File: config.mk
export PLATFORM = sky130hd
export DESIGN_NAME = json_string_unescape_utf8_top
export DESIGN_NICKNAME = d
export VERILOG_FILES = /design/src/hw/rtl/jsu_pkg.sv /design/src/hw/rtl/jsu_front.sv /design/src/hw/rtl/jsu_queue.sv /design/src/hw/rtl/jsu_back.sv /design/src/hw/rtl/json_string_unescape_utf8_top.sv
export SDC_FILE = /design/constraint.sdc
export NUM_CORES = 1
export LEC_CHECK = 0
export BUFFER_PORTS_ARGS = -buffer_cell sky130_fd_sc_hd__buf_2
export CORE_MARGIN = 2
export CORE_UTILIZATION = 42
export DETAILED_ROUTE_END_ITERATION = 8
export PLACE_DENSITY = 0.55
export SLEW_MARGIN = 5
export SYNTH_ARGS = -nofsm -noshare
export SYNTH_HDL_FRONTEND = slang
export SYNTH_SLANG_ARGS = --single-unit
File: constraint.sdc
create_clock -name clk -period 3.6 [get_ports clk]
set_input_delay 0 -clock clk [delete_from_list [all_inputs] [get_ports clk]]
set_output_delay 0 -clock clk [all_outputs]
set_load 0.005 [all_outputs]
File: src/hw/rtl/jsu_pkg.sv
// Shared types and constants of the JSON string unescaper.
`default_nettype none
package jsu_pkg;

  // Result kinds.
  localparam logic [1:0] KIND_BYTE = 2'd0;
  localparam logic [1:0] KIND_DONE = 2'd1;
  localparam logic [1:0] KIND_ERR  = 2'd2;

  // Error codes.
  localparam logic [2:0] ERR_NO_QUOTE = 3'd0;
  localparam logic [2:0] ERR_CTRL     = 3'd1;
  localparam logic [2:0] ERR_ESC      = 3'd2;
  localparam logic [2:0] ERR_HEX      = 3'd3;
  localparam logic [2:0] ERR_NO_LOW   = 3'd4;
  localparam logic [2:0] ERR_BAD_LOW  = 3'd5;
  localparam logic [2:0] ERR_EOF      = 3'd6;

  // Entries held between front and back.
  localparam int QUEUE_DEPTH = 4;
  localparam int PTR_W       = $clog2(QUEUE_DEPTH);
  localparam int CNT_W       = $clog2(QUEUE_DEPTH + 1);

  // One input byte's worth of results: up to four words, emitted from bytes[0].
  typedef struct packed {
    logic [1:0]      last_idx;
    logic [3:0][7:0] bytes;
    logic [1:0]      kind;
    logic [2:0]      code;
  } jsu_entry_t;

endpackage
`default_nettype wire

File: src/hw/rtl/jsu_front.sv
// Front end: string/escape state machine that turns each input byte into a result entry.
`default_nettype none
module jsu_front (
  input  wire logic               clk,
  input  wire logic               rst_n,
  input  wire logic               fire,
  input  wire logic [7:0]         in_byte,
  input  wire logic               text_end,
  output logic                    push,
  output jsu_pkg::jsu_entry_t     entry
);
  import jsu_pkg::*;

  typedef enum logic [6:0] {
    ST_IDLE = 7'b0000001,
    ST_STR  = 7'b0000010,
    ST_ESC  = 7'b0000100,
    ST_HEX1 = 7'b0001000,
    ST_BS2  = 7'b0010000,
    ST_U2   = 7'b0100000,
    ST_HEX2 = 7'b1000000
  } state_t;

  state_t      state_r, state_nxt;
  logic [15:0] acc_r, acc_nxt;
  logic [9:0]  hi_r, hi_nxt;
  logic [1:0]  cnt_r, cnt_nxt;

  logic [3:0]  hv;
  logic        hv_ok;
  logic [15:0] acc_new;
  logic [20:0] pair_cp;

  function automatic jsu_entry_t one_word(input logic [7:0] b, input logic [1:0] k,
                                          input logic [2:0] c);
    jsu_entry_t e;
    e          = '0;
    e.bytes[0] = b;
    e.kind     = k;
    e.code     = c;
    return e;
  endfunction

  function automatic jsu_entry_t utf8_enc(input logic [20:0] cp);
    jsu_entry_t e;
    e      = '0;
    e.kind = KIND_BYTE;
    if (cp <= 21'h7F) begin
      e.bytes[0] = cp[7:0];
    end else if (cp <= 21'h7FF) begin
      e.last_idx = 2'd1;
      e.bytes[0] = {3'b110, cp[10:6]};
      e.bytes[1] = {2'b10, cp[5:0]};
    end else if (cp <= 21'hFFFF) begin
      e.last_idx = 2'd2;
      e.bytes[0] = {4'b1110, cp[15:12]};
      e.bytes[1] = {2'b10, cp[11:6]};
      e.bytes[2] = {2'b10, cp[5:0]};
    end else begin
      e.last_idx = 2'd3;
      e.bytes[0] = {5'b11110, cp[20:18]};
      e.bytes[1] = {2'b10, cp[17:12]};
      e.bytes[2] = {2'b10, cp[11:6]};
      e.bytes[3] = {2'b10, cp[5:0]};
    end
    return e;
  endfunction

  always_comb begin
    hv_ok = 1'b1;
    hv    = in_byte[3:0];
    if (in_byte >= 8'h30 && in_byte <= 8'h39) begin
      hv = in_byte[3:0];
    end else if ((in_byte >= 8'h61 && in_byte <= 8'h66) ||
                 (in_byte >= 8'h41 && in_byte <= 8'h46)) begin
      hv = in_byte[3:0] + 4'd9;
    end else begin
      hv_ok = 1'b0;
    end
  end

  assign acc_new = {acc_r[11:0], hv};
  assign pair_cp = 21'h10000 + {1'b0, hi_r, 10'b0} + {11'b0, acc_new[9:0]};

  always_comb begin
    state_nxt = state_r;
    acc_nxt   = acc_r;
    hi_nxt    = hi_r;
    cnt_nxt   = cnt_r;
    push      = 1'b0;
    entry     = '0;
    if (fire) begin
      if (state_r != ST_IDLE && text_end) begin
        push      = 1'b1;
        entry     = one_word(8'h00, KIND_ERR, ERR_EOF);
        state_nxt = ST_IDLE;
      end else begin
        case (state_r)
          ST_STR: begin
            if (in_byte == 8'h22) begin
              push      = 1'b1;
              entry     = one_word(8'h00, KIND_DONE, ERR_NO_QUOTE);
              state_nxt = ST_IDLE;
            end else if (in_byte[7:5] == 3'b000) begin
              push      = 1'b1;
              entry     = one_word(8'h00, KIND_ERR, ERR_CTRL);
              state_nxt = ST_IDLE;
            end else if (in_byte == 8'h5C) begin
              state_nxt = ST_ESC;
            end else begin
              push  = 1'b1;
              entry = one_word(in_byte, KIND_BYTE, ERR_NO_QUOTE);
            end
          end
          ST_ESC: begin
            state_nxt = ST_STR;
            push      = 1'b1;
            case (in_byte)
              8'h22, 8'h5C, 8'h2F: entry = one_word(in_byte, KIND_BYTE, ERR_NO_QUOTE);
              8'h6E: entry = one_word(8'h0A, KIND_BYTE, ERR_NO_QUOTE);
              8'h72: entry = one_word(8'h0D, KIND_BYTE, ERR_NO_QUOTE);
              8'h74: entry = one_word(8'h09, KIND_BYTE, ERR_NO_QUOTE);
              8'h62: entry = one_word(8'h08, KIND_BYTE, ERR_NO_QUOTE);
              8'h66: entry = one_word(8'h0C, KIND_BYTE, ERR_NO_QUOTE);
              8'h75: begin
                push      = 1'b0;
                state_nxt = ST_HEX1;
                acc_nxt   = '0;
                cnt_nxt   = '0;
              end
              default: begin
                entry     = one_word(8'h00, KIND_ERR, ERR_ESC);
                state_nxt = ST_IDLE;
              end
            endcase
          end
          ST_HEX1, ST_HEX2: begin
            if (!hv_ok) begin
              push      = 1'b1;
              entry     = one_word(8'h00, KIND_ERR, ERR_HEX);
              state_nxt = ST_IDLE;
            end else begin
              acc_nxt = acc_new;
              if (cnt_r != 2'd3) begin
                cnt_nxt = cnt_r + 2'd1;
              end else begin
                cnt_nxt = '0;
                if (state_r == ST_HEX1) begin
                  if (acc_new[15:10] == 6'b110110) begin
                    // high surrogate: keep its payload, expect the low half
                    hi_nxt    = acc_new[9:0];
                    state_nxt = ST_BS2;
                  end else begin
                    push      = 1'b1;
                    entry     = utf8_enc({5'b0, acc_new});
                    state_nxt = ST_STR;
                  end
                end else if (acc_new[15:10] != 6'b110111) begin
                  push      = 1'b1;
                  entry     = one_word(8'h00, KIND_ERR, ERR_BAD_LOW);
                  state_nxt = ST_IDLE;
                end else begin
                  push      = 1'b1;
                  entry     = utf8_enc(pair_cp);
                  state_nxt = ST_STR;
                end
              end
            end
          end
          ST_BS2: begin
            if (in_byte != 8'h5C) begin
              push      = 1'b1;
              entry     = one_word(8'h00, KIND_ERR, ERR_NO_LOW);
              state_nxt = ST_IDLE;
            end else begin
              state_nxt = ST_U2;
            end
          end
          ST_U2: begin
            if (in_byte != 8'h75) begin
              push      = 1'b1;
              entry     = one_word(8'h00, KIND_ERR, ERR_NO_LOW);
              state_nxt = ST_IDLE;
            end else begin
              state_nxt = ST_HEX2;
              acc_nxt   = '0;
              cnt_nxt   = '0;
            end
          end
          default: begin
            if (text_end || in_byte != 8'h22) begin
              push      = 1'b1;
              entry     = one_word(8'h00, KIND_ERR, ERR_NO_QUOTE);
              state_nxt = ST_IDLE;
            end else begin
              state_nxt = ST_STR;
            end
          end
        endcase
      end
    end
  end

  always_ff @(posedge clk) begin
    if (!rst_n) begin
      state_r <= ST_IDLE;
      acc_r   <= '0;
      hi_r    <= '0;
      cnt_r   <= '0;
    end else begin
      state_r <= state_nxt;
      acc_r   <= acc_nxt;
      hi_r    <= hi_nxt;
      cnt_r   <= cnt_nxt;
    end
  end

endmodule
`default_nettype wire

File: src/hw/rtl/jsu_queue.sv
// Small entry queue that decouples the front end from the output sequencer.
`default_nettype none
module jsu_queue (
  input  wire logic                clk,
  input  wire logic                rst_n,
  input  wire logic                push,
  input  wire jsu_pkg::jsu_entry_t wr_entry,
  input  wire logic                pop,
  output jsu_pkg::jsu_entry_t      head,
  output logic                     empty,
  output logic                     full
);
  import jsu_pkg::*;

  jsu_entry_t             slots_r [QUEUE_DEPTH];
  logic [PTR_W-1:0]       wr_ptr_r, rd_ptr_r;
  logic [CNT_W-1:0]       count_r, count_nxt;

  assign empty = (count_r == '0);
  assign full  = (count_r == CNT_W'(QUEUE_DEPTH));
  assign head  = slots_r[rd_ptr_r];

  always_comb begin
    count_nxt = count_r;
    if (push && !pop) count_nxt = count_r + CNT_W'(1);
    else if (!push && pop) count_nxt = count_r - CNT_W'(1);
  end

  always_ff @(posedge clk) begin
    if (push) slots_r[wr_ptr_r] <= wr_entry;
  end

  always_ff @(posedge clk) begin
    if (!rst_n) begin
      wr_ptr_r <= '0;
      rd_ptr_r <= '0;
      count_r  <= '0;
    end else begin
      if (push) wr_ptr_r <= PTR_W'((32'(wr_ptr_r) + 1) % QUEUE_DEPTH);
      if (pop)  rd_ptr_r <= PTR_W'((32'(rd_ptr_r) + 1) % QUEUE_DEPTH);
      count_r <= count_nxt;
    end
  end

endmodule
`default_nettype wire

File: src/hw/rtl/jsu_back.sv
// Back end: unpack queued entries into output words through a registered stage.
`default_nettype none
module jsu_back (
  input  wire logic                clk,
  input  wire logic                rst_n,
  input  wire jsu_pkg::jsu_entry_t head,
  input  wire logic                empty,
  output logic                     pop,
  output logic                     out_valid,
  input  wire logic                out_ready,
  output logic [7:0]               out_byte,
  output logic [1:0]               out_kind,
  output logic [2:0]               out_code,
  output logic                     out_last
);
  import jsu_pkg::*;

  logic       valid_r, valid_nxt;
  logic [1:0] idx_r, idx_nxt;
  logic [7:0] byte_r;
  logic [1:0] kind_r;
  logic [2:0] code_r;
  logic       last_r;
  logic       load;
  logic       at_end;

  assign load   = !valid_r || out_ready;
  assign at_end = (idx_r == head.last_idx);
  assign pop    = load && !empty && at_end;

  always_comb begin
    valid_nxt = valid_r;
    idx_nxt   = idx_r;
    if (load) begin
      valid_nxt = !empty;
      if (!empty) idx_nxt = at_end ? 2'd0 : idx_r + 2'd1;
    end
  end

  always_ff @(posedge clk) begin
    if (load && !empty) begin
      byte_r <= head.bytes[idx_r];
      kind_r <= head.kind;
      code_r <= head.code;
      last_r <= at_end;
    end
  end

  always_ff @(posedge clk) begin
    if (!rst_n) begin
      valid_r <= 1'b0;
      idx_r   <= '0;
    end else begin
      valid_r <= valid_nxt;
      idx_r   <= idx_nxt;
    end
  end

  assign out_valid = valid_r;
  assign out_byte  = byte_r;
  assign out_kind  = kind_r;
  assign out_code  = code_r;
  assign out_last  = last_r;

`ifndef SYNTH
  a_status_is_last: assert property (@(posedge clk) disable iff (!rst_n)
    valid_r && kind_r != KIND_BYTE |-> last_r)
    else $error("status word not marked last");
  a_status_zero_byte: assert property (@(posedge clk) disable iff (!rst_n)
    valid_r && kind_r != KIND_BYTE |-> byte_r == 8'h00)
    else $error("status word carries a data byte");
  a_idx_reset_on_pop: assert property (@(posedge clk) disable iff (!rst_n)
    pop |=> idx_r == 2'd0)
    else $error("word index not rewound after entry done");
  a_multi_only_bytes: assert property (@(posedge clk) disable iff (!rst_n)
    !empty && head.last_idx != 2'd0 |-> head.kind == KIND_BYTE)
    else $error("multi-word entry with status kind");
`endif

endmodule
`default_nettype wire

File: src/hw/rtl/json_string_unescape_utf8_top.sv
// Top level of the JSON string literal decoder with UTF-8 output.
// Usage:
//   Feed the bytes of a JSON string literal, opening quote first, on the in_
//   stream: in_tdata is the byte, in_tlast marks end of text (byte ignored).
//   Decoded UTF-8 words leave on the out_ stream. out_tuser gives the kind
//   (data byte, string complete, error); out_tdata carries the byte and, for
//   errors, the error code. out_tlast flags the final word caused by one
//   input word. Bytes that only advance the parse (opening quote, backslash, 'u',
//   leading hex digits) cause no output word.
// Timing:
//   One input word per cycle while the queue has room. Each word is classified in
//   the cycle it is accepted and its results (zero to four words) are queued
//   as one entry in a four-entry queue; the output register then presents them
//   in order. The output side moves one word per cycle while out_tready is high,
//   and a \uXXXX escape expanding to three or four bytes is absorbed by the queue.
// Reset (rst_n low, synchronous): the parser waits for an opening quote and
//   the queue and output register are emptied.
// Stall: with out_tready low the output word holds; input is still taken
//   until the queue fills, then in_tready drops.
`default_nettype none
module json_string_unescape_utf8_top (
  input  wire logic        clk,
  input  wire logic        rst_n,
  input  wire logic        in_tvalid,
  output logic             in_tready,
  input  wire logic [7:0]  in_tdata,   // [7:0] in_byte
  input  wire logic        in_tlast,   // text_end
  output logic             out_tvalid,
  input  wire logic        out_tready,
  output logic [15:0]      out_tdata,  // [7:0] out_byte, [10:8] error_code, rest zero
  output logic [1:0]       out_tuser,  // [1:0] kind
  output logic             out_tlast   // last
);
  import jsu_pkg::*;

  logic       fire;
  logic       push;
  logic       pop;
  logic       q_empty;
  logic       q_full;
  jsu_entry_t front_entry;
  jsu_entry_t q_head;
  logic [7:0] o_byte;
  logic [2:0] o_code;

  // Accept a word whenever the queue has room.
  assign in_tready = !q_full;
  assign fire      = in_tvalid && in_tready;

  jsu_front u_front (
    .clk      (clk),
    .rst_n    (rst_n),
    .fire     (fire),
    .in_byte  (in_tdata),
    .text_end (in_tlast),
    .push     (push),
    .entry    (front_entry)
  );

  jsu_queue u_queue (
    .clk      (clk),
    .rst_n    (rst_n),
    .push     (push),
    .wr_entry (front_entry),
    .pop      (pop),
    .head     (q_head),
    .empty    (q_empty),
    .full     (q_full)
  );

  jsu_back u_back (
    .clk       (clk),
    .rst_n     (rst_n),
    .head      (q_head),
    .empty     (q_empty),
    .pop       (pop),
    .out_valid (out_tvalid),
    .out_ready (out_tready),
    .out_byte  (o_byte),
    .out_kind  (out_tuser),
    .out_code  (o_code),
    .out_last  (out_tlast)
  );

  // Pack byte and error code, zero fill to two bytes.
  assign out_tdata = {5'b0, o_code, o_byte};

endmodule
`default_nettype wire

==> flow_results.xml <==
<?xml version="1.0" encoding="UTF-8"?>
<metrics>
  <group name="outcome">
    <metric name="status" unit="">finished clean</metric>
  </group>
  <group name="routing">
    <metric name="met1Wirelength" unit="mm">10.75</metric>
    <metric name="viasPerCell" unit="">5.903</metric>
    <metric name="wl_per_cell" unit="um">21.28</metric>
    <metric name="drc_markers" unit="">0</metric>
    <metric name="wl_met3" unit="um">952</metric>
    <metric name="drtIter0Drc" unit="">682</metric>
    <metric name="wirelength" unit="mm">23.30</metric>
    <metric name="firstDrtPassIters" unit="">6</metric>
    <metric name="met2_length" unit="mm">11.01</metric>
    <metric name="antenna_left" unit="">0</metric>
    <metric name="dr.max_layer_used" unit="">met4</metric>
    <metric name="routed_via_count" unit="">6464</metric>
  </group>
  <group name="yosys">
    <metric name="synth_seq_cells" unit="">197</metric>
    <metric name="synth_flop_cell" unit="">edfxtp_1</metric>
    <metric name="synthCells" unit="">755</metric>
    <metric name="synth_edf_count" unit="">154</metric>
    <metric name="synth_area" unit="mm^2">0.009554</metric>
    <metric name="yosys.cell_types.count" unit="">79</metric>
    <metric name="synth_sequential_area_ratio" unit="">0.5741</metric>
    <metric name="post_synth.cell_area_avg" unit="um^2">12.65</metric>
    <metric name="yosys_warnings" unit="">0</metric>
    <metric name="async_flop_share" unit="">0</metric>
  </group>
  <group name="global_route">
    <metric name="largest_net_degree_at_the_start_of_global_routing" unit="">44</metric>
    <metric name="grt_first_pass_wirelength" unit="mm">36.65</metric>
    <metric name="number_of_antenna_violations_at_the_first_check_in_global_routing" unit="">0</metric>
    <metric name="grt_overflow_total" unit="">0</metric>
    <metric name="grt_use_total" unit="">0.2010</metric>
    <metric name="number_of_global_route_vias_before_repair" unit="">6455</metric>
  </group>
  <group name="finish">
    <metric name="seq_area" unit="mm^2">0.005487</metric>
    <metric name="multi_input_area" unit="mm^2">0.003819</metric>
    <metric name="layout.cells.non_filler" unit="">1095</metric>
    <metric name="layout.nets" unit="">823</metric>
    <metric name="drive_above_1_share" unit="">0.1951</metric>
    <metric name="fillers" unit="">2001</metric>
    <metric name="insertedDiodeCount" unit="">0</metric>
    <metric name="syn_to_final_growth" unit="%">12.52</metric>
  </group>
  <group name="worst_setup_path">
    <metric name="worst-setup-path-type" unit="">register to register</metric>
    <metric name="worstPathArrival" unit="ns">3.69</metric>
    <metric name="largest_fanout_on_the_critical_path" unit="">8</metric>
    <metric name="crit_path_end_kind" unit="">register</metric>
    <metric name="worst_ep_required_time" unit="ns">3.90</metric>
    <metric name="setup.worst_path.start_class" unit="">register</metric>
  </group>
  <group name="power">
    <metric name="powerDensity" unit="mW/mm^2">545.9</metric>
    <metric name="p_leak" unit="nW">3.754</metric>
    <metric name="ir_worst_vdd" unit="mV">0.3174</metric>
  </group>
  <group name="sta">
    <metric name="finalCriticalPeriod" unit="ns">3.391</metric>
    <metric name="fin_ws" unit="ns">0.2092</metric>
    <metric name="timing.fmax" unit="MHz">294.9</metric>
    <metric name="final-max-slew-violation-count" unit="">0</metric>
    <metric name="rsz0062_at_grt" unit="">false</metric>
    <metric name="worst_clock_skew" unit="ns">0.01510</metric>
    <metric name="min_period_over_period" unit="">0.9419</metric>
    <metric name="worst_margin_slew" unit="ns">0.9041</metric>
    <metric name="hold_violations" unit="">0</metric>
    <metric name="max_slew_margin" unit="">0.3957</metric>
    <metric name="setup_viol_count_final" unit="">0</metric>
  </group>
  <group name="clock_tree">
    <metric name="cts_buffer_count" unit="">17</metric>
    <metric name="clkTransAtPathRegs" unit="ns">0.08</metric>
    <metric name="insertion_delay" unit="ns">0.44</metric>
    <metric name="root_buffer" unit="">clkbuf_16</metric>
    <metric name="cts.htree.levels" unit="">4</metric>
    <metric name="cts_tree" unit="">done</metric>
    <metric name="post-cts-setup-buffers" unit="">0</metric>
    <metric name="cts_num_sinks" unit="">197</metric>
    <metric name="clock_tree.buffer_depth" unit="">2</metric>
  </group>
  <group name="placement">
    <metric name="place_hpwl" unit="mm">16.02</metric>
    <metric name="placedCellCount" unit="">1061</metric>
    <metric name="dpl_worst_slack" unit="ns">-0.1023</metric>
    <metric name="place.gp.congestion" unit="">0.9556</metric>
    <metric name="io_buffers" unit="">28</metric>
  </group>
  <group name="floorplan">
    <metric name="die_width" unit="um">154.8</metric>
    <metric name="std_cell_rows" unit="">55</metric>
    <metric name="pin_count" unit="">34</metric>
    <metric name="initial_utilization" unit="">0.4246</metric>
    <metric name="die_outline_area" unit="mm^2">0.02397</metric>
    <metric name="die_height" unit="um">154.8</metric>
    <metric name="core_area" unit="mm^2">0.02250</metric>
  </group>
  <group name="run">
    <metric name="timing.max_cap.violations" unit="">0</metric>
  </group>
  <group name="worst_hold_path">
    <metric name="hp-class" unit="">input pin to register</metric>
  </group>
</metrics>
-- cell usage after synthesis (7+ instances only) --
library cell | count | share of area
nor2b_1 | 19 | 0.012
nand3_1 | 22 | 0.012
and3_1 | 8 | 0.0052
nor2_1 | 49 | 0.019
edfxtp_1 | 154 | 0.48
o21ai_1 | 7 | 0.0037
mux2i_1 | 16 | 0.017
dfxtp_1 | 43 | 0.090
a21oi_1 | 32 | 0.017
and2_1 | 22 | 0.014
nor3_1 | 15 | 0.0079
or3_1 | 8 | 0.0052
mux4_2 | 42 | 0.099
o21ai_0 | 35 | 0.018
a21boi_0 | 14 | 0.011
xnor2_1 | 7 | 0.0064
nand2_1 | 56 | 0.022
clkbuf_1 | 33 | 0.013
ha_1 | 12 | 0.016
inv_1 | 15 | 0.0059
-- cells in the final DEF, fill, tap and decap left out, types with 7 or more instances in the layout --
master	n
nand2_1	56
a21boi_0	14
clkbuf_16	17
nor2b_1	19
xnor2_1	7
inv_1	15
and2_1	22
ha_1	12
buf_4	36
nor3_1	15
o21ai_0	35
or3_1	8
mux2i_1	16
and3_1	8
mux4_2	42
nand3_1	22
o21ai_1	7
nor2_1	49
buf_2	28
edfxtp_1	154
dfxtp_1	42
a21oi_1	31
-- worst max-delay path: stages (launching register included) --
cell and delay, ns:
dfxtp_1 0.36, or4_1 0.60, o21a_1 0.31, nor2_1 0.12, buf_4 0.15, and4_1 0.40, o21ai_1 0.12, buf_4 0.17
a2111oi_1 0.78, buf_4 0.25
-- cell type report --
class | count | area share
flip-flops and latches | 197 | 0.5104
multi-input cells | 499 | 0.3552
repair buffers | 66 | 0.04004
clock buffers | 17 | 0.03957
well taps | 285 | 0.03317
clock inverters | 15 | 0.01606
inverters | 16 | 0.005587
-- power breakdown --
group          switching [W]  internal [W]  total, W
registers          0.0000860       0.00279   0.00287
logic               0.000597      0.000492   0.00109
clock network       0.000959      0.000947   0.00191
-- final timing paths --
| check | cells after the start | slack (ns) | endpoint | from |
|---|---|---|---|---|
| setup / recovery | 9 | 0.21 | u_queue.slots_r[2][17] | u_front.state_r[1] |
| hold / removal | 5 | 0.09 | u_front.state_r[1] | in_tlast |
| setup reg to reg | 9 | 0.21 | u_queue.slots_r[2][17] | u_front.state_r[1] |
| hold reg to reg | 2 | 0.49 | u_front.state_r[6] | u_front.state_r[6] |
-- per-stage QoR --
stage                     hold WS [ns]  power [W]  TNS (ns)    util  area (um^2)
after detailed placement        0.3160   0.004034   -0.4090  0.4502        10130
after global routing            0.1388   0.006142         0  0.4777        10750
after CTS                      0.06618   0.005945         0  0.4777        10750
final                          0.08845   0.005868         0  0.4777        10750
after global placement          0.3106   0.003999         0  0.4502        10130
after floorplan                 0.1476   0.003630         0       -         9569
-- flip-flops by register name, indices dropped and copies added, names as in the netlist, named ones only --
| register | cells |
|---|---|
| u_back.idx_r | 2 |
| u_back.out_byte | 8 |
| u_back.out_code | 3 |
| u_back.out_kind | 2 |
| u_back.out_last | 1 |
| u_back.out_valid | 1 |
| u_front.acc_r | 12 |
| u_front.cnt_r | 2 |
| u_front.hi_r | 10 |
| u_front.state_r | 7 |
| u_queue.count_r | 3 |
| u_queue.rd_ptr_r | 2 |
| u_queue.slots_r | 140 |
| u_queue.wr_ptr_r | 2 |
-- cell families after synthesis --
| kind of cell | count (synthesis) | synth area share |
|---|---|---|
| AO/OA/AOI/OAI | 158 | 0.1097 |
| XOR/XNOR | 10 | 0.009168 |
| adder cells (fa/ha/maj) | 13 | 0.01781 |
| buffers and inverters | 63 | 0.02829 |
| flip-flops | 197 | 0.5741 |
| multiplexers | 59 | 0.1173 |
| other | 1 | 0.0003925 |
| AND/OR/NAND/NOR | 254 | 0.1431 |
-- routing by layer --
metal / track usage / up-vias
li1: - / 2988
met3: 0.03306 / 48
met5: 0 / -
met4: 0.06085 / 0
met1: 0.2800 / 3218
met2: 0.3259 / 210
-- timing repair --
action	4_1_cts	5_1_grt
endpoints found under the setup margin	4	0
hold endpoints to repair	5	0
gates resized for setup	1	0
hold buffers	2	0
(Power assumes the default switching activity.)
